$ cat src/sv/vdu_pkg.sv
// vdu_pkg: shared constants and the controller/datapath command and status structs.
// No dependencies.
package vdu_pkg;

	localparam int unsigned MAX_DIM_DEF = 4096;
	localparam int unsigned SUM_W = 45;
	localparam int unsigned DOT_W = 44;
	localparam int unsigned NRM_W = 43;
	localparam int unsigned DIST_W = 46;
	localparam int unsigned ROOT_BITS = 45;
	localparam int unsigned QUO_BITS = 18;

	localparam logic [1:0] METRIC_L2 = 2'd0;
	localparam logic [1:0] METRIC_COS = 2'd1;
	localparam logic [1:0] METRIC_IP = 2'd2;

	typedef struct packed {
		logic accum;
		logic sel_cos;
		logic prod_ld;
		logic root_ld;
		logic root_step;
		logic div_ld;
		logic div_step;
		logic finish;
	} vdu_cmd_t;

	typedef struct packed {
		logic zero_den;
	} vdu_sts_t;

endpackage

$ cat src/sv/vdu_ctrl.sv
// vdu_ctrl: sequencer for accumulate, cosine finish and result hand-off.
// Depends on vdu_pkg.
module vdu_ctrl (
	input  logic              clk,
	input  logic              arst_n,
	input  logic              in_valid,
	output logic              in_stall,
	input  logic              in_last,
	output logic              out_valid,
	input  logic              out_stall,
	input  logic [1:0]        metric_q,
	input  vdu_pkg::vdu_sts_t sts,
	output vdu_pkg::vdu_cmd_t cmd
);
	localparam logic [2:0] ST_ACC = 3'd0;
	localparam logic [2:0] ST_PROD = 3'd1;
	localparam logic [2:0] ST_ROOT = 3'd2;
	localparam logic [2:0] ST_DIV = 3'd3;
	localparam logic [2:0] ST_OUT = 3'd4;

	logic [2:0] state_q;
	logic [5:0] cnt_q;
	logic take;

	assign in_stall = (state_q != ST_ACC);
	assign take = in_valid && !in_stall;
	assign out_valid = (state_q == ST_OUT);

	always_comb begin
		cmd = '0;
		cmd.accum = take;
		cmd.prod_ld = take && in_last && (metric_q == vdu_pkg::METRIC_COS);
		cmd.root_ld = (state_q == ST_PROD) && (cnt_q == 6'd2);
		cmd.root_step = (state_q == ST_ROOT);
		cmd.div_ld = (state_q == ST_ROOT) && (cnt_q == 6'd0);
		cmd.div_step = (state_q == ST_DIV);
		cmd.finish = out_valid && !out_stall;
		cmd.sel_cos = (metric_q == vdu_pkg::METRIC_COS);
	end

	always_ff @(posedge clk or negedge arst_n) begin
		if (!arst_n) begin
			state_q <= ST_ACC;
			cnt_q <= '0;
		end else begin
			unique case (state_q)
				ST_ACC: if (take && in_last) begin
					if (cmd.sel_cos) begin
						state_q <= ST_PROD;
						cnt_q <= '0;
					end else
						state_q <= ST_OUT;
				end
				ST_PROD: begin
					cnt_q <= cnt_q + 6'd1;
					if (cnt_q == 6'd2) begin
						if (sts.zero_den)
							state_q <= ST_OUT;
						else begin
							state_q <= ST_ROOT;
							cnt_q <= 6'(vdu_pkg::ROOT_BITS - 1);
						end
					end
				end
				ST_ROOT: begin
					if (cnt_q == 6'd0) begin
						state_q <= ST_DIV;
						cnt_q <= 6'(vdu_pkg::DOT_W + 16 - 1);
					end else
						cnt_q <= cnt_q - 6'd1;
				end
				ST_DIV: begin
					if (cnt_q == 6'd0)
						state_q <= ST_OUT;
					else
						cnt_q <= cnt_q - 6'd1;
				end
				ST_OUT: if (!out_stall)
					state_q <= ST_ACC;
				default: state_q <= ST_ACC;
			endcase
		end
	end
endmodule
$ cat config.mk
export PLATFORM = sky130hd
export DESIGN_NAME = vdu_ctrl
export DESIGN_NICKNAME = d
export VERILOG_FILES = /design/src/sv/vdu_pkg.sv /design/src/sv/vdu_ctrl.sv
export SDC_FILE = /design/constraint.sdc
export NUM_CORES = 1
export LEC_CHECK = 0
export BUFFER_PORTS_ARGS = -buffer_cell sky130_fd_sc_hd__buf_4
export CORE_AREA = 10 10 55 57
export DETAILED_ROUTE_END_ITERATION = 8
export DIE_AREA = 0 0 65 67
export PLACE_DENSITY = 0.71
export SETUP_SLACK_MARGIN = 0.15
export SLEW_MARGIN = 0
export SYNTH_ARGS = -nofsm -noshare
export SYNTH_HDL_FRONTEND = slang
export SYNTH_SLANG_ARGS = --single-unit
$ cat constraint.sdc
create_clock -name clk -period 1.59 [get_ports clk]
set_clock_uncertainty 0.05 [all_clocks]
set_input_delay 0.0795 -clock clk [delete_from_list [all_inputs] [get_ports clk]]
set_output_delay 0.0795 -clock clk [all_outputs]
set_load 0.005 [all_outputs]
==> impl_metrics.json, run 1 <==
{
  "status": "complete, but fails checks",
  "violations": "negative setup slack",
  "globalRouteOverflowTotal": 0,
  "synth_nets": 130,
  "setup_viol": 11,
  "crit_required_ns": 1.69,
  "fmaxAchievable_mhz": 572,
  "grt_pass1_vias": 1305,
  "synth_cells": 119,
  "ys_types": 44,
  "dieWidth_um": 65,
  "yosys.area.top_type": "dfrtp_1",
  "syn_avg_cell_area_um2": 7.65,
  "num_io_pins": 18,
  "synth-edff-count": 0,
  "setup_ws_ns": -0.157,
  "vias": 1297,
  "synth_top_area_share_pct": 24.7,
  "path_max_fanout": 4,
  "rsz0062_at_grt": "yes",
  "die_y_um": 67,
  "avgViaCountPerCell": 6.24,
  "tightest_slew_ns": 0.427,
  "cts_buffers": 3,
  "diodes": 0,
  "syn_area_um2": 911,
  "cts.sinks": 9,
  "dieArea_um2": 4360,
  "clock_tree.buffer_depth": 2,
  "start_util_pct": 46.9,
  "finalCritPeriodShare_pct": 110,
  "wl_per_cell_um": 19.4,
  "nNetsFinal": 193,
  "coreArea_um2": 1940,
  "antenna_left": 0,
  "port_buffers": 17,
  "cts_tree": "built",
  "ys_async_sr_fraction_pct": 100,
  "power.leakage_nw": 0.745,
  "ys.flop_type": "dfrtp_1",
  "grt_max_degree": 11,
  "drc_errors": 0,
  "syn_to_final_growth_pct": 84.1,
  "fin_cells": 208,
  "gp_congestion": 1.01,
  "arrival_ns": 1.85,
  "p_per_area_nw_per_um2": 1870,
  "vdd_drop_max_v": 0.00130,
  "period_minus_slack_ns": 1.75,
  "dpl.cell_count": 178,
  "grtUsageTotal_pct": 16.6,
  "layout-drive-gt1-share_pct": 62.4,
  "max-cap-violations": 0,
  "path_clk_slew_ns": 0.07,
  "antenna_found_initial": 0,
  "slew_viol_final": 0,
  "final_cell_mix": "54 x buf_4, 13 x buf_6, 7 x nor2_1",
  "grt_pass1_wl_um": 5810,
  "hold_class": "in2reg",
  "total_power_mw": 3.14,
  "worstSetupStartpointType": "flop",
  "root_buffer": "clkbuf_4",
  "routed_wl_um": 4040,
  "std_cell_rows": 16,
  "clk_latency_ns": 0.27,
  "finalHoldViolations": 0,
  "ys_seq_area_share_pct": 24.7,
  "cts_max_level": 1,
  "drtIter0Drc": 62,
  "cp-end-kind": "flop",
  "drtPass1Iterations": 4,
  "critPathKind": "reg2reg",
  "synth-seq-cells": 9,
  "layout.cells.most_common": "buf_4",
  "yosysWarningCount": 0,
  "slew_headroom_pct": 71.6,
  "dpl.hpwl_um": 2350,
  "yosys-top-cells-area": "dfrtp_1 25%, nor2_1 5.4%, a21oi_1 4.9%"
}
[path summary, 6_finish.rpt]
path | slack [ns] | to | from | cells after the start
min in group asynchronous | 0.12 | cnt_q[4] | arst_n | 2
worst min register to register | 0.56 | cnt_q[0] | cnt_q[0] | 2
worst min-delay path | 0.07 | state_q[2] | out_stall | 3
worst max-delay path | -0.16 | cnt_q[0] | cnt_q[0] | 8
max in group asynchronous | 1.21 | cnt_q[2] | arst_n | 2
worst max register to register | -0.16 | cnt_q[0] | cnt_q[0] | 8
[synthesized netlist by cell type, types with 2 or more instances]
cell type and n:
a21oi_1 9, clkbuf_1 4, or4_4 2, nand2_1 7, inv_1 6, o21ai_0 4
buf_2 4, nand4b_1 2, o211ai_1 3, nand4_1 2, nor2_1 13, and3_1 5
nor3_1 2, ha_1 3, nand2b_1 7, o31ai_1 3, a31oi_1 2, nor4_1 2
nand3_1 3, dfrtp_1 9, nand3b_1 2, a211oi_1 3
[through the flow]
stage	cell area [µm²]	TNS (ns)	util [%]	hold slack, ns	setup WS, ns
final	1680	-0.981	86.3	0.0691	-0.157
after global routing	1680	-1.67	86.3	0.103	-0.246
after CTS	1470	-0.419	75.8	0.0565	-0.0819
after detailed placement	1220	-0.630	62.8	-0.136	-0.184
after global placement	1220	-0.351	62.8	-0.140	-0.127
after floorplan	928	-0.0156	-	-0.266	-0.0156
[metal layers]
| metal | GRT usage (%) | wire [µm] | vias up |
|---|---|---|---|
| met5 | 0 | 0 | - |
| met4 | 12.6 | 235 | 0 |
| met3 | 5.02 | 283 | 31 |
| met2 | 29.7 | 2040 | 72 |
| met1 | 15.7 | 1480 | 621 |
| li1 | - | - | 573 |
[kinds of logic after synthesis]
logic type / share of synthesized area, %
and+or+nand+nor: 33.2
DFF: 24.7
buffers and inverters: 8.38
xor gates and xnor gates: 0.962
adders and majority gates: 4.12
AOI/OAI and AO/OA: 28.6
[flip-flops by register name (all words and copies together) (netlist names)]
signal / cells
cnt_q: 6
state_q: 3
[final cells by class]
type / instances / area [µm²]
Sequential cell: 9 / 229
Tap cell: 27 / 33.8
Fill cell: 102 / 265
Inverter: 6 / 30.0
Multi-Input combinational cell: 94 / 796
Timing Repair Buffer: 68 / 562
Clock buffer: 4 / 26.3
[critical path, stage by stage, from the launching register on]
cell      delay [ns]
dfrtp_1         0.42
inv_1           0.10
buf_4           0.11
ha_1            0.19
nand2b_1        0.17
buf_4           0.19
o21ba_4         0.20
o21ai_2         0.11
nand3b_1        0.09
[power breakdown]
group	total, mW	leakage, nW	switching [mW]	internal (mW)
clock	0.190	0.0150	0.0924	0.0973
combinational	2.56	0.614	1.22	1.34
sequential	0.391	0.116	0.0924	0.298
[what timing repair did]
action,CTS,global route
setup buffers,12,13
endpoints found under the hold margin,9,0
hold buffers,1,0
endpoints found under the setup margin,16,18
pin swaps,16,8
resized for setup,32,27
Note: power is estimated with default switching activity, not from simulation.
==> run 2: changes to the inputs <==
CORE_AREA = 5 5 62 64   (was 10 10 55 57)
DIE_AREA = 0 0 67 69   (was 0 0 65 67)
PLACE_DENSITY = not set   (was 0.71)
==> impl_metrics.json, run 2 (same netlist as run 1, synthesis figures left out) <==
{
  "dieArea_um2": 4620,
  "coreArea_um2": 3230,
  "reg_top3": "cnt_q: 6 flops, state_q: 3 flops",
  "fillers": 258,
  "antenna_left": 0,
  "nNetsFinal": 195,
  "largest_reg_flops": 6,
  "cts_tree": "built",
  "routed_wl_um": 3860,
  "total_power_mw": 3.16,
  "cp-end-kind": "output port",
  "diodes": 0,
  "path_max_fanout": 4,
  "grtUsageTotal_pct": 15.1,
  "port_buffers": 17,
  "vias": 1297,
  "crit_required_ns": 1.46,
  "p_per_area_nw_per_um2": 1810,
  "violations": "negative setup slack",
  "grt_max_degree": 12,
  "arrival_ns": 1.60,
  "dpl.hpwl_um": 2330,
  "die_y_um": 69,
  "critPathKind": "reg2out",
  "num_io_pins": 18,
  "std_cell_rows": 21,
  "antenna_found_initial": 0,
  "drtPass1Iterations": 4,
  "setup_viol": 10,
  "layout-drive-gt1-share_pct": 61.2,
  "cts_max_level": 1,
  "max-cap-violations": 0,
  "setup_ws_ns": -0.141,
  "power.leakage_nw": 0.769,
  "status": "complete, but fails checks",
  "grt_pass1_wl_um": 5450,
  "clk_latency_ns": 0.28,
  "setup_tns_ns": -0.786,
  "slew_headroom_pct": 76.5,
  "finalCritPeriodShare_pct": 109,
  "period_minus_slack_ns": 1.73,
  "finalHoldViolations": 0,
  "rsz0062_at_grt": "yes",
  "clock_tree.buffer_depth": 2,
  "fmaxAchievable_mhz": 578,
  "start_util_pct": 28.2,
  "gp_congestion": 0.868,
  "slew_viol_final": 0,
  "layout.cells.most_common": "buf_4",
  "cts.sinks": 9,
  "root_buffer": "clkbuf_4",
  "syn_to_final_growth_pct": 91.3,
  "reg2reg_setup_slack_ns": -0.12,
  "tightest_slew_ns": 0.350,
  "top_register": "cnt_q",
  "final_cell_mix": "51 x buf_4, 16 x buf_6, 9 x nor2_1",
  "grt_pass1_vias": 1228,
  "drc_errors": 0,
  "wl_per_cell_um": 16.9,
  "final_util_pct": 53.9,
  "globalRouteOverflowTotal": 0,
  "avgViaCountPerCell": 5.66,
  "dieWidth_um": 67,
  "drtIter0Drc": 111,
  "worstSetupStartpointType": "flop",
  "worst_hold_slack_ns": 0.0605,
  "dp_slack_ns": -0.110,
  "hold_class": "in2reg",
  "path_clk_slew_ns": 0.07,
  "vdd_drop_max_v": 0.00111,
  "cts_buffers": 3
}
[run 2: timing repair]
item,in CTS,in global routing
pin swaps,18,13
setup buffers,14,12
hold endpoints to repair,9,0
resized for setup,33,29
hold buffers,1,0
setup endpoints to repair,14,18
[run 2: stage by stage]
stage,instances,area [µm²]
after floorplan,119,928
after global placement,198,1250
after detailed placement,198,1250
after CTS,217,1530
after global routing,229,1740
final,229,1740
[run 2: final cells by class]
| class | instances | area (µm²) | share of cell area, % |
|---|---|---|---|
| clock buffer | 4 | 26.3 | 1.51 |
| sequential | 9 | 228 | 13.1 |
| multi-input combinational | 94 | 802 | 46.0 |
| tap | 46 | 57.6 | 3.30 |
| inverter | 6 | 26.3 | 1.51 |
| timing repair buffer | 70 | 603 | 34.6 |
[run 2: metal layers]
metal	track usage, %	wire, µm	vias to the layer above
li1	-	-	572
met1	17.8	1450	609
met2	24.0	1880	88
met3	3.90	324	28
met4	8.78	200	0
met5	0	0	-
[run 2: path summary, 6_finish.rpt]
path / cells past startpoint / from / to
worst min-delay path: 3 / out_stall / state_q[2]
worst max-delay path: 5 / cnt_q[3] / cmd[2]
max in group asynchronous: 2 / arst_n / state_q[1]
min in group asynchronous: 2 / arst_n / cnt_q[5]
worst min register to register: 3 / cnt_q[1] / cnt_q[1]
worst max register to register: 5 / cnt_q[3] / cnt_q[3]
[run 2: critical path, stage by stage, from the launching register on]
cell and delay [ns]:
dfrtp_1 0.43, nor4_4 0.33, buf_4 0.20, buf_6 0.10, and3_4 0.18, buf_6 0.09
[run 2: power by group]
part | internal, mW | switching (mW) | total (mW) | leakage [nW]
Combinational | 1.40 | 1.18 | 2.58 | 0.636
Clock | 0.0975 | 0.107 | 0.205 | 0.0150
Sequential | 0.297 | 0.0822 | 0.379 | 0.118
Total | 1.79 | 1.37 | 3.16 | 0.769
==> run 3: changes to the inputs <==
clock period = 1.8 ns   (was 1.59 ns; I/O delays follow)
==> impl_metrics.json, run 3 (same netlist as run 1, synthesis figures left out) <==
{
  "reg_top3": "cnt_q: 6 flops, state_q: 3 flops",
  "reg2reg_setup_slack_ns": 0.11,
  "fin_cells": 194,
  "clk_latency_ns": 0.28,
  "die_y_um": 69,
  "slew_headroom_pct": 75.9,
  "vias": 1059,
  "drc_errors": 0,
  "port_buffers": 17,
  "largest_reg_flops": 6,
  "arrival_ns": 1.56,
  "antenna_found_initial": 0,
  "fmaxAchievable_mhz": 590,
  "std_cell_rows": 21,
  "dieWidth_um": 67,
  "status": "completed",
  "grtUsageTotal_pct": 13.7,
  "crit_required_ns": 1.66,
  "gp_congestion": 0.889,
  "power.leakage_nw": 0.568,
  "grt_pass1_vias": 1065,
  "worstPathCellList": "nor4_4, buf_6, and3_1, buf_4",
  "path_clk_slew_ns": 0.07,
  "dpl.hpwl_um": 2160,
  "vdd_drop_max_v": 0.000657,
  "clock_tree.buffer_depth": 2,
  "cts_buffers": 3,
  "nNetsFinal": 160,
  "drtIter0Drc": 53,
  "hold_class": "in2reg",
  "tightest_slew_ns": 0.361,
  "grt_pass1_wl_um": 4940,
  "critPathKind": "reg2out",
  "num_io_pins": 18,
  "cts_max_level": 1,
  "layout.cells.most_common": "buf_4",
  "cts.sinks": 9,
  "dieArea_um2": 4620,
  "drtPass1Iterations": 4,
  "worstSetupStartpointType": "flop",
  "setup_viol": 0,
  "slew_viol_final": 0,
  "cp-end-kind": "output port",
  "layout-drive-gt1-share_pct": 45.3,
  "wl_per_cell_um": 15.8,
  "max-cap-violations": 0,
  "routed_wl_um": 3060,
  "crit_slowest_cell": "dfrtp_2",
  "root_buffer": "clkbuf_4",
  "total_power_mw": 1.94,
  "p_per_area_nw_per_um2": 1460,
  "cts_tree": "built",
  "syn_to_final_growth_pct": 46.0,
  "antenna_left": 0,
  "top_register": "cnt_q",
  "final_cell_mix": "31 x buf_4, 9 x nor2_1, 8 x a21oi_1",
  "coreArea_um2": 3230,
  "crit_buf_inv": 2,
  "rsz0062_at_grt": "yes",
  "globalRouteOverflowTotal": 0,
  "avgViaCountPerCell": 5.46,
  "dpl.cell_count": 183,
  "slowest_delay_ns": 0.45,
  "finalHoldViolations": 0,
  "path_delay_family": "simple AND/OR/NAND/NOR gates",
  "diodes": 0,
  "finalCritPeriodShare_pct": 94.2,
  "path_max_fanout": 8,
  "grt_max_degree": 12,
  "start_util_pct": 28.2,
  "setup_tns_ns": 0,
  "period_minus_slack_ns": 1.70
}
==> run 3: cell types whose count changed in the layout (fill, tap and decap cells not counted), sizes merged <==
| cell | delta |
|---|---|
| clkinvlp | -1 |
| clkinv | +1 |
| inv | +1 |
| clkbuf | -1 |
| buf | -35 |
==> run 3: worst paths after layout <==
kind	start	to	depth (start not counted)
setup / recovery	cnt_q[3]	cmd[2]	4
setup reg to reg	cnt_q[2]	cnt_q[0]	4
max in group asynchronous	arst_n	state_q[1]	2
min in group asynchronous	arst_n	cnt_q[1]	2
hold reg to reg	state_q[2]	cnt_q[5]	2
hold / removal	out_stall	state_q[2]	3
==> run 3: layout make-up <==
cell class | instances | area, µm²
fillers | 327 | 1900
multi-input cells | 94 | 716
repair buffers | 35 | 277
flip-flops and latches | 9 | 230
well taps | 46 | 57.6
clock buffers | 3 | 22.5
inverters | 6 | 22.5
clock inverters | 1 | 5.00
==> run 3: what timing repair did <==
item,4_1_cts,5_1_grt
setup endpoints to repair,9,12
pin swaps,7,5
gates resized for setup,13,21
hold endpoints to repair,9,0
setup buffers,3,3
hold buffers,1,0
==> run 3: report_power, final <==
group / switching (mW) / internal (mW)
Sequential: 0.0765 / 0.265
Clock: 0.0881 / 0.0826
Combinational: 0.773 / 0.655
Total: 0.937 / 1.00
==> run 3: worst register-to-register path, cell delays in order, from the launching register on <==
cell and delay, ns:
dfrtp_1 0.43, or4_4 0.62, o21ba_4 0.23, o21ai_1 0.15, nand3b_1 0.10
==> run 3: per-layer routing <==
metal	wire length (µm)	GRT usage [%]	part of all wire [%]	vias up
li1	-	-	-	505
met1	1250	16.9	41	514
met2	1580	21.9	52	33
met3	183	2.92	6.0	7
met4	53	6.53	1.7	0
met5	0	0	0	-
==> run 3: stage by stage <==
step                      setup slack (ns)  util (%)  hold WS (ns)  instance area, µm²
after floorplan                      0.170         -        -0.256                 911
after global placement              0.0756      34.8        -0.124                1120
after detailed placement            0.0700      34.8        -0.122                1120
after CTS                           0.0684      38.1        0.0343                1230
after global routing                0.0413      41.2        0.0851                1330
final                                0.104      41.2        0.0491                1330
